### src/sv/sfir_pkg.sv
package sfir_pkg;

    // Item and register widths
    localparam int SAMPLE_W      = 32;
    localparam int WEIGHT_W      = 16;
    localparam int OUT_W         = 22;
    localparam int FRAC_SH       = 30;
    localparam int PROD_W        = SAMPLE_W + WEIGHT_W;
    localparam int TERM_W        = PROD_W - FRAC_SH;

    // Configuration port
    localparam int WEIGHT_REGS   = 8;
    localparam int WIDX_W        = $clog2(WEIGHT_REGS);
    localparam int CFG_ADDR_W    = WIDX_W + 2;
    localparam int CFG_DATA_W    = 32;

    // Default filter length
    localparam int TAP_COUNT_DEF = 15;

    // Centre tap register, also used for any tap beyond it on longer filters
    localparam logic [WIDX_W-1:0] W_IDX_CENTRE = WIDX_W'(WEIGHT_REGS - 1);

    // Reset weights, Q0.16, outermost pair first, centre last
    localparam logic [WEIGHT_W-1:0] WEIGHT_RESET [WEIGHT_REGS] = '{
        16'd47, 16'd221, 16'd544, 16'd1013, 16'd1566, 16'd2096, 16'd2481, 16'd2621
    };

    // One tap presented to the multiply-accumulate unit
    typedef struct packed {
        logic                vld;
        logic                first;
        logic                last;
        logic [SAMPLE_W-1:0] sample;
        logic [WEIGHT_W-1:0] weight;
    } tap_t;

    // Finished sum from the multiply-accumulate unit
    typedef struct packed {
        logic             done;
        logic [OUT_W-1:0] sum;
    } mac_res_t;

endpackage

### src/sv/sfir_ram.sv
module sfir_ram #(
    parameter int WIDTH = 32,
    parameter int DEPTH = 16
) (
    input  logic                     clk,
    input  logic                     we,
    input  logic [$clog2(DEPTH)-1:0] waddr,
    input  logic [WIDTH-1:0]         wdata,
    input  logic                     re,
    input  logic [$clog2(DEPTH)-1:0] raddr,
    output logic [WIDTH-1:0]         rdata
);

    logic [WIDTH-1:0] mem [DEPTH];
    logic [WIDTH-1:0] rdata_reg;

    // Write port and registered read port
    always_ff @(posedge clk) begin
        if (we) begin
            mem[waddr] <= wdata;
        end
        if (re) begin
            rdata_reg <= mem[raddr];
        end
    end

    assign rdata = rdata_reg;

endmodule

### src/sv/sfir_mac.sv
module sfir_mac
    import sfir_pkg::*;
#(
    parameter int TAP_COUNT = TAP_COUNT_DEF
) (
    input  logic     aclk,
    input  logic     aresetn,
    input  tap_t     tap,
    output mac_res_t res
);

    localparam int RAW_W = TERM_W + $clog2(TAP_COUNT);
    localparam int ACC_W = (RAW_W > OUT_W) ? RAW_W : OUT_W + 1;

    logic [PROD_W-1:0] prod_reg;
    logic              prod_vld_reg;
    logic              prod_first_reg;
    logic              prod_last_reg;
    logic [ACC_W-1:0]  acc_reg;
    logic [ACC_W-1:0]  acc_next;
    logic              done_reg;
    logic [ACC_W-1:0]  term;

    // Drop the fraction bits of each product before it is summed
    assign term = ACC_W'(prod_reg[PROD_W-1:FRAC_SH]);

    always_comb begin
        if (prod_first_reg) begin
            acc_next = term;
        end else begin
            acc_next = acc_reg + term;
        end
    end

    // Multiply stage, then accumulate stage
    always_ff @(posedge aclk) begin
        if (!aresetn) begin
            prod_vld_reg   <= 1'b0;
            prod_first_reg <= 1'b0;
            prod_last_reg  <= 1'b0;
            done_reg       <= 1'b0;
        end else begin
            prod_vld_reg   <= tap.vld;
            prod_first_reg <= tap.first;
            prod_last_reg  <= tap.last;
            done_reg       <= prod_vld_reg && prod_last_reg;
        end
        prod_reg <= PROD_W'(tap.sample) * PROD_W'(tap.weight);
        if (prod_vld_reg) begin
            acc_reg <= acc_next;
        end
    end

    // Saturate the sum to the output width
    assign res.done = done_reg;
    assign res.sum  = (|acc_reg[ACC_W-1:OUT_W]) ? '1 : acc_reg[OUT_W-1:0];

endmodule

### src/sv/symmetric_fir_filter.sv
// Channel   Direction  Ports                                   Handshake
// s_        in         s_mic_sample [31:0]                     s_valid / s_ready
// m_        out        m_filtered_value [21:0]                 m_valid / m_ready
// apb       in/out     paddr [4:0], pwdata, prdata [31:0]      psel, penable, pwrite, pready
//
// Each item passes these steps in order: accept the item and write the sample into the
// delay-line RAM, one RAM read per tap through the single read port, the multiply and
// accumulate stages, seeing the finished sum, and handing it to the output register.
// Reset is synchronous, active low; it restores the weights and marks every delay-line
// entry as zero through per-entry valid bits, so no clearing pass is needed.
// A finished result waits in the output register; s_ready returns as soon as the sum
// has moved there, and a stalled m_ready holds the block only when a second sum is ready.
module symmetric_fir_filter
    import sfir_pkg::*;
#(
    parameter int TAP_COUNT = TAP_COUNT_DEF
) (
    input  logic                  aclk,
    input  logic                  aresetn,
    input  logic                  s_valid,
    output logic                  s_ready,
    input  logic [SAMPLE_W-1:0]   s_mic_sample,
    output logic                  m_valid,
    input  logic                  m_ready,
    output logic [OUT_W-1:0]      m_filtered_value,
    input  logic                  psel,
    input  logic                  penable,
    input  logic                  pwrite,
    input  logic [CFG_ADDR_W-1:0] paddr,
    input  logic [CFG_DATA_W-1:0] pwdata,
    output logic [CFG_DATA_W-1:0] prdata,
    output logic                  pready
);

    localparam int SLOT_W = $clog2(TAP_COUNT);
    localparam int MW_W   = SLOT_W + WIDX_W;

    typedef enum logic [1:0] {
        IDLE,
        RUN,
        DRAIN,
        FINISH
    } state_t;

    state_t              state_reg;
    logic [SLOT_W-1:0]   wr_slot_reg;
    logic [SLOT_W-1:0]   rd_slot_reg;
    logic [SLOT_W-1:0]   tap_cnt_reg;
    logic [TAP_COUNT-1:0] valid_reg;
    logic                tap_vld_reg;
    logic                tap_first_reg;
    logic                tap_last_reg;
    logic                tap_mask_reg;
    logic [WEIGHT_W-1:0] tap_weight_reg;
    logic                m_valid_reg;
    logic [OUT_W-1:0]    m_data_reg;
    logic [WEIGHT_W-1:0] weight_reg [WEIGHT_REGS];

    logic                in_fire;
    logic                out_free;
    logic                cfg_write;
    logic [WIDX_W-1:0]   cfg_idx;
    logic [SLOT_W-1:0]   mirror;
    logic [SLOT_W-1:0]   m_raw;
    logic [MW_W-1:0]     m_wide;
    logic [WIDX_W-1:0]   w_idx;
    logic [SLOT_W-1:0]   rd_slot_dec;
    logic [SLOT_W-1:0]   wr_slot_inc;
    logic                ram_re;
    logic [SAMPLE_W-1:0] ram_rdata;
    tap_t                tap;
    mac_res_t            mac_res;

    assign in_fire  = s_valid && s_ready;
    assign out_free = !m_valid_reg || m_ready;
    assign s_ready  = (state_reg == IDLE);
    assign m_valid  = m_valid_reg;
    assign m_filtered_value = m_data_reg;

    // Configuration port
    assign pready    = 1'b1;
    assign cfg_idx   = paddr[CFG_ADDR_W-1:2];
    assign cfg_write = psel && penable && pwrite && pready;
    assign prdata    = CFG_DATA_W'(weight_reg[cfg_idx]);

    always_ff @(posedge aclk) begin
        if (!aresetn) begin
            weight_reg <= WEIGHT_RESET;
        end else if (cfg_write) begin
            weight_reg[cfg_idx] <= pwdata[WEIGHT_W-1:0];
        end
    end

    // Mirror the tap index onto its weight register, clamp to the centre
    always_comb begin
        mirror = SLOT_W'(TAP_COUNT - 1) - tap_cnt_reg;
        m_raw  = (tap_cnt_reg < mirror) ? tap_cnt_reg : mirror;
        m_wide = MW_W'(m_raw);
        w_idx  = (m_wide > MW_W'(W_IDX_CENTRE)) ? W_IDX_CENTRE : m_wide[WIDX_W-1:0];
    end

    // Step the circular slots
    assign rd_slot_dec = (rd_slot_reg == '0) ? SLOT_W'(TAP_COUNT - 1) : rd_slot_reg - 1'b1;
    assign wr_slot_inc = (wr_slot_reg == SLOT_W'(TAP_COUNT - 1)) ? '0 : wr_slot_reg + 1'b1;

    // Delay line: written only in IDLE and read only in RUN, so accesses never overlap
    assign ram_re = (state_reg == RUN);

    sfir_ram #(
        .WIDTH (SAMPLE_W),
        .DEPTH (TAP_COUNT)
    ) u_delay_ram (
        .clk   (aclk),
        .we    (in_fire),
        .waddr (wr_slot_reg),
        .wdata (s_mic_sample),
        .re    (ram_re),
        .raddr (rd_slot_reg),
        .rdata (ram_rdata)
    );

    // Present each read sample with its weight; an entry never written reads as zero
    always_comb begin
        tap.vld    = tap_vld_reg;
        tap.first  = tap_first_reg;
        tap.last   = tap_last_reg;
        tap.sample = ram_rdata & {SAMPLE_W{tap_mask_reg}};
        tap.weight = tap_weight_reg;
    end

    sfir_mac #(
        .TAP_COUNT (TAP_COUNT)
    ) u_mac (
        .aclk    (aclk),
        .aresetn (aresetn),
        .tap     (tap),
        .res     (mac_res)
    );

    // Sequencer: write the sample, walk the taps newest first, drain, hand over
    always_ff @(posedge aclk) begin
        if (!aresetn) begin
            state_reg     <= IDLE;
            wr_slot_reg   <= '0;
            rd_slot_reg   <= '0;
            tap_cnt_reg   <= '0;
            valid_reg     <= '0;
            tap_vld_reg   <= 1'b0;
            tap_first_reg <= 1'b0;
            tap_last_reg  <= 1'b0;
            m_valid_reg   <= 1'b0;
        end else begin
            tap_vld_reg   <= (state_reg == RUN);
            tap_first_reg <= (state_reg == RUN) && (tap_cnt_reg == '0);
            tap_last_reg  <= (state_reg == RUN) && (tap_cnt_reg == SLOT_W'(TAP_COUNT - 1));
            if ((state_reg == FINISH) && out_free) begin
                m_valid_reg <= 1'b1;
            end else if (m_ready) begin
                m_valid_reg <= 1'b0;
            end
            unique case (state_reg)
                IDLE: begin
                    if (in_fire) begin
                        valid_reg[wr_slot_reg] <= 1'b1;
                        rd_slot_reg <= wr_slot_reg;
                        wr_slot_reg <= wr_slot_inc;
                        tap_cnt_reg <= '0;
                        state_reg   <= RUN;
                    end
                end
                RUN: begin
                    rd_slot_reg   <= rd_slot_dec;
                    if (tap_cnt_reg == SLOT_W'(TAP_COUNT - 1)) begin
                        state_reg <= DRAIN;
                    end else begin
                        tap_cnt_reg <= tap_cnt_reg + 1'b1;
                    end
                end
                DRAIN: begin
                    if (mac_res.done) begin
                        state_reg <= FINISH;
                    end
                end
                FINISH: begin
                    if (out_free) begin
                        m_data_reg  <= mac_res.sum;
                        state_reg   <= IDLE;
                    end
                end
                default: begin
                    state_reg <= IDLE;
                end
            endcase
        end
        if (state_reg == RUN) begin
            tap_weight_reg <= weight_reg[w_idx];
            tap_mask_reg   <= valid_reg[rd_slot_reg];
        end
    end

    // An accepted item always starts the tap walk
    a_accept_runs: assert property (@(posedge aclk) disable iff (!aresetn)
        in_fire |=> (state_reg == RUN))
        else $error("accepted item did not start the tap walk");

    // The tap counter never runs past the last tap
    a_tap_bound: assert property (@(posedge aclk) disable iff (!aresetn)
        (state_reg == RUN) |-> (tap_cnt_reg <= SLOT_W'(TAP_COUNT - 1)))
        else $error("tap counter beyond the last tap");

    // A finished sum only appears while the sequencer waits for it
    a_done_in_drain: assert property (@(posedge aclk) disable iff (!aresetn)
        mac_res.done |-> (state_reg == DRAIN))
        else $error("sum finished outside the drain phase");

    // A result is loaded only from the hand-over phase
    a_load_from_finish: assert property (@(posedge aclk) disable iff (!aresetn)
        $rose(m_valid_reg) |-> ($past(state_reg) == FINISH))
        else $error("result loaded outside the hand-over phase");

endmodule
### config.mk
export PLATFORM = sky130hd
export DESIGN_NAME = symmetric_fir_filter
export DESIGN_NICKNAME = d
export VERILOG_FILES = /design/src/sv/sfir_pkg.sv /design/src/sv/sfir_ram.sv /design/src/sv/sfir_mac.sv /design/src/sv/symmetric_fir_filter.sv
export SDC_FILE = /design/constraint.sdc
export NUM_CORES = 2
export LEC_CHECK = 0
export BUFFER_PORTS_ARGS = -buffer_cell sky130_fd_sc_hd__buf_2
export CORE_AREA = 4 4 331 333
export DETAILED_ROUTE_END_ITERATION = 10
export DIE_AREA = 0 0 335 337
export REMOVE_ABC_BUFFERS = 1
export SETUP_SLACK_MARGIN = 0.1
export SYNTH_ARGS = -nofsm -noshare
export SYNTH_HDL_FRONTEND = slang
export SYNTH_SLANG_ARGS = --single-unit
export TNS_END_PERCENT = 20
### constraint.sdc
create_clock -name aclk -period 13.46 [get_ports aclk]
set_clock_uncertainty 0.1 [all_clocks]
set_input_delay 2.019 -clock aclk [delete_from_list [all_inputs] [get_ports aclk]]
set_output_delay 2.019 -clock aclk [all_outputs]
set_load 0.01 [all_outputs]
After elaboration in Yosys (flattened, before gate mapping)
Memory sizes are Yosys's and may differ from the RTL's. A register that Yosys moved wholly into a read port is not among the register bits. Index checks and enable logic that the tools add are counted.

Add/sub/neg operators: 5. Multipliers: 1. Order comparisons: 8. Equal/unequal tests: 10. Multiplexer cells: 32. Bitwise operators: 4. Reduce and logical (&&, ||, !) cells: 21.

Operator list (count): $bwmux 128 (1); $bmux 16 s3 (2); $mux 16 (5); $demux 16 s3 (1); $mul 32x16->48 (1); $and 32x32->32 (1); $mux 4 (6); $add 23x18->23 (1); $mux 18 (1); $pmux 4 s2 (2); $or 15x15->15 (1); $lt 4x5->1 const B (2); $logic_and 1x1->1 (9); $add 4x1->4 const B (2); $eq 4x4->1 const B (2); $ge 4x4->1 const B (2); $logic_not 4->1 (2); $mux 2 (4); $not 3->4 (2); $pmux 2 s4 (1); $mux 1 (6); $ne 2x1->1 const B (3); $reduce_and 3->1 (2); $bmux 1 s4 (1); other kinds (17) (21).

Flip-flop bits (word level): 275. Memory bits (writable): 480. Word-level logic and storage cells: 109. Memories: 1.

Memory list: u_delay_ram.mem (words 15, width 32, rd ports 1, clocked after Yosys merged registers in 1, write ports 1, RTL line sfir_ram.sv:14) `logic [WIDTH-1:0] mem [DEPTH];`.

Depth between registers and ports, before layout
Depth after elaboration: 9. Mapped depth: 27. Mapped depth without buffers: 23.

By module
From an unflattened synthesis, not the netlist that was laid out.

Cells, all modules: 3947. Area, all modules: 47105.2 um2.

By module, submodules not included: sfir_ram (instances 1, cells an instance 886, area an instance 19207.2 um2, sequential area each 15374.7 um2); sfir_mac (instances 1, cells an instance 1965, area an instance 17690.7 um2, sequential area each 1131.1 um2); symmetric_fir_filter (instances 1, cells an instance 1096, area an instance 10207.3 um2, sequential area each 4394.2 um2).

Worst setup path after synthesis
OpenSTA, ideal clock, no wires.

Path type: register to register. Start point: register tap_mask_reg. End point: register u_mac.prod_reg[46]. Setup time: 0.123 ns. Data arrival time: 6.145 ns. Setup slack: 7.091 ns. Stages on the path, launching flop included: 24. Cells stage by stage: edfxtp_1 -> clkbuf_1 -> clkbuf_1 -> and2_1 -> clkbuf_1 -> nand2_1 -> fa_1 -> inv_1 -> fa_1 -> fa_1 -> fa_1 -> fa_1 -> inv_1 -> fa_1 -> inv_1 -> ha_1 -> a211oi_1 -> nor2_1 -> o41a_2 -> nor4_2 -> nor3_2 -> nor3_2 -> o21bai_1 -> xor2_1.

Word-level cells in the longest chain between the ends: 2.

Ends and longest elaborated chain: start: declaration (RTL line symmetric_fir_filter.sv:53) `logic tap_mask_reg;`; start signal: assignment (RTL line symmetric_fir_filter.sv:197) `tap_mask_reg <= valid_reg[rd_slot_reg];`; $and 32x32->32 (RTL line symmetric_fir_filter.sv:127) `tap.sample = ram_rdata & {SAMPLE_W{tap_mask_reg}};`; $mul 32x16->48 (RTL line sfir_mac.sv:48) `prod_reg <= PROD_W'(tap.sample) * PROD_W'(tap.weight);`; end signal: assignment (RTL line sfir_mac.sv:48); end: declaration (RTL line sfir_mac.sv:15) `logic [PROD_W-1:0] prod_reg;`.

No other way between the ends. A chain may end at the register's enable or synchronous reset.

Final worst setup path
Start point: register tap_mask_reg. End point: register u_mac.prod_reg[41].

The elaborated chain is that of the path after synthesis.

==> impl_results.md <==
* Core region area at 106600 sq um
* Dominant synthesized flop cell: edfxtp_1
* GRT overflow at 0
* Largest register FFs at 480
* Worst hold-check path type: reg -> reg
* Number of global-route vias before repair at between 20000 and 30000
* Mux share of post-synthesis cell area at a little under a tenth
* Synth Area in Simple Gates at around an eighth
* Syn_area_per_cell at approximately 12 sq um
* Status: finished clean
* Post-Syn Instances at ~3800
* First drt pass iteration count at 5
* Endpoints failing hold at 0
* Cell variety after synth at slightly below 80
* Post-CTS Setup Inserts at 0
* Critical Path RT at roughly 14 ns
* Final Cycle Share at a little under three fifths
* Per-cell routed wire length at between 20 and 25 microns
* Setup slack at placement at 6.123 ns
* Final core occ at around 48%
* Die Width at about 340 microns
* ANT nets after route at 0
* Port buffer count at 97
* Hold-fix buffers at CTS at 0
* Max Buffers Root-to-Sink at 3
* Layout Area Growth over Synthesis at 9.464%
* Row count at 120
* Clock Latency Late Sink at around 0.66 ns
* Gpl congestion at 0.8499
* IO Count at between 100 and 150
* Max Used Layer: met5
* Initial Utilization at 43.68%
* Hold Path Depth at 1
* GRT Total Usage at 20.56%
* Worst EP arrival at between 7 and 8 ns
* CTS root buffer: clkbuf_16
* # resized after CTS at 0
* CP Capture Type: flip-flop
* Fraction of layout cells with a size suffix above 1 at a little over an eighth
* M1 wire length at roughly 50000 microns
* Yosys warnings at 0
* Routed via count at around 29000
* Sequential share of the synthesized area at 44.89%
* RSZ-0062 raised after global routing: false
* XOR/XNOR share of the synthesized area at 0.6772%
* Clk sinks at ~760
* Final slew viol count at 0
* Iter 0 DRT Violations at 2365
* Met2 WL at about 55000 microns
* Complex-gate fraction of the synthesized area at under 10%
* Max Cap Violations at 0
* H-tree depth at 3
* Global-route wire length before repair at roughly 180000 microns
* Final setup fails at 0
* CTS buffer count at 82
* CP Class: reg -> reg
* Placed Instances at ~5100
* Post-synthesis adder-cell area fraction at a little over a fifth
* WL met3 at about 7400 microns
* Synth Register Bits at 757
* Post-Route WL at approximately 110000 microns
* Crit path depth at 20
* CP max-delay cell: and2_1
* Reg2reg path depth at 20
* Clk slew on worst S/H paths at ~0.060 ns
* NumNets Final at roughly 4400
* HPWL Detailed at ~71000 microns
* Largest net degree at the start of global routing at 248
* Max-slew headroom at 16.57%
* Worst-path cell chain: buf_12 > and2_1 > nand2_1 > fa_1 > inv_1 > fa_1 > fa_1 > fa_1 > fa_1 > inv_1 > fa_1 > inv_1 > ha_1 > and3_1 > o211ai_1 > a211oi_2 > o21ai_2 > o21ai_0 > a31oi_1 > xnor2_1
* CTS tree: done
* Tmin final at 7.444 ns
* CP startpoint kind: flip-flop
* Most frequent CP cell: fa_1
* Die area at around 110000 sq um
* Synth async-reset ratio at 0%
* Largest delay contributor family on the critical path: adder cells
* Fin worst setup slack at 6.016 ns
* Vias per cell at 5.480
* WP buf/inv at 4
* DR DRC count at 0
* Initial antenna violation count at 13
* Largest family of logic cells by synthesized area: adder cells
* Max Freq at 134.3 MHz
* EDFF count, synth at 574
* Post-Syn Area at approximately 47000 sq um
* Final setup TNS at 0 ns
* Max incr delay on CP at 0.59 ns
* CP Max Fanout at 247
* Non-Filler Instances at around 5300
* Chip height at approximately 340 microns
* Actual transition at the worst max-transition pin at 1.250 ns
-- kinds of logic (layout without fill, tap and decap cells) --
logic type               after synthesis  after routing
adder cells (fa/ha/maj)              566            566
flip-flops                           757            757
XOR/XNOR                              36             36
AO/OA/AOI/OAI                        377            377
other                                  2             24
multiplexers                         220            220
buffers and inverters                708            741
AND/OR/NAND/NOR                     1149           1149
-- cell type report --
type                            instances  area, sq um
Antenna cell                            7        17.52
Clock buffer                          104         2210
Clock inverter                         46        478.0
Fill cell                            9523        55630
Inverter                              445         1670
Multi-Input combinational cell       2365        23050
Sequential cell                       757        20910
Tap cell                             1403         1755
Timing Repair Buffer                  146        880.8
-- synth_stat cells (5+ instances only) --
library cell | count | area, sq um
a211oi_1 | 7 | 52.55
a21boi_0 | 86 | 645.6
a21o_1 | 24 | 180.2
a21oi_1 | 42 | 210.2
a22oi_1 | 65 | 488.0
a31oi_1 | 7 | 43.79
and2_0 | 5 | 31.28
and2_1 | 43 | 269.0
and3_1 | 225 | 1408
buf_1 | 19 | 71.32
buf_2 | 17 | 85.08
buf_4 | 32 | 240.2
clkbuf_1 | 194 | 728.2
dfxtp_1 | 183 | 3664
edfxtp_1 | 574 | 17240
fa_1 | 418 | 8368
ha_1 | 148 | 1852
inv_1 | 444 | 1667
mux2_2 | 20 | 225.2
mux2i_1 | 37 | 370.4
mux4_2 | 163 | 3671
nand2_1 | 641 | 2406
nand2b_1 | 7 | 43.79
nand3_1 | 67 | 335.3
nand4_1 | 26 | 162.7
nor2_1 | 51 | 191.4
nor2b_1 | 16 | 100.1
nor3_1 | 17 | 85.08
nor3_2 | 5 | 50.05
o21a_1 | 23 | 172.7
o21ai_0 | 74 | 370.4
or2_2 | 23 | 143.9
xnor2_1 | 18 | 157.7
xor2_1 | 18 | 157.7
-- worst paths after layout --
kind | endpoint | slack (ns) | from
max | u_mac.prod_reg[41] | 6.02 | tap_mask_reg
min | u_mac.prod_last_reg | 0.33 | tap_last_reg
max reg2reg | u_mac.prod_reg[41] | 6.02 | tap_mask_reg
min reg2reg | u_mac.prod_last_reg | 0.33 | tap_last_reg
-- layout by cell type, fill, tap and decap left out, drive strengths merged, types with 77 or more instances in the layout --
cell type / instances
a21boi: 91
and3: 225
buf: 146
clkbuf: 104
dfxtp: 183
edfxtp: 574
fa: 418
ha: 148
inv: 446
mux4: 163
nand2: 641
o21ai: 77
-- stage by stage --
step / hold WS, ns / instance area (sq um)
finish: 0.3328 / 50970
global route: 0.3473 / 50950
detailed placement: 0.3249 / 48260
floorplan: 0.3118 / 45480
global placement: 0.3142 / 48260
CTS: 0.3390 / 50950
-- layer usage --
layer  GRT usage (%)  vias up
li1                -    13030
met1           28.43    14800
met2           33.90      864
met3           3.673      198
met4           5.251        6
met5               0        -
Power is not shown: default switching activity piles up to over one toggle a cycle in this logic, so the estimate is an artifact.
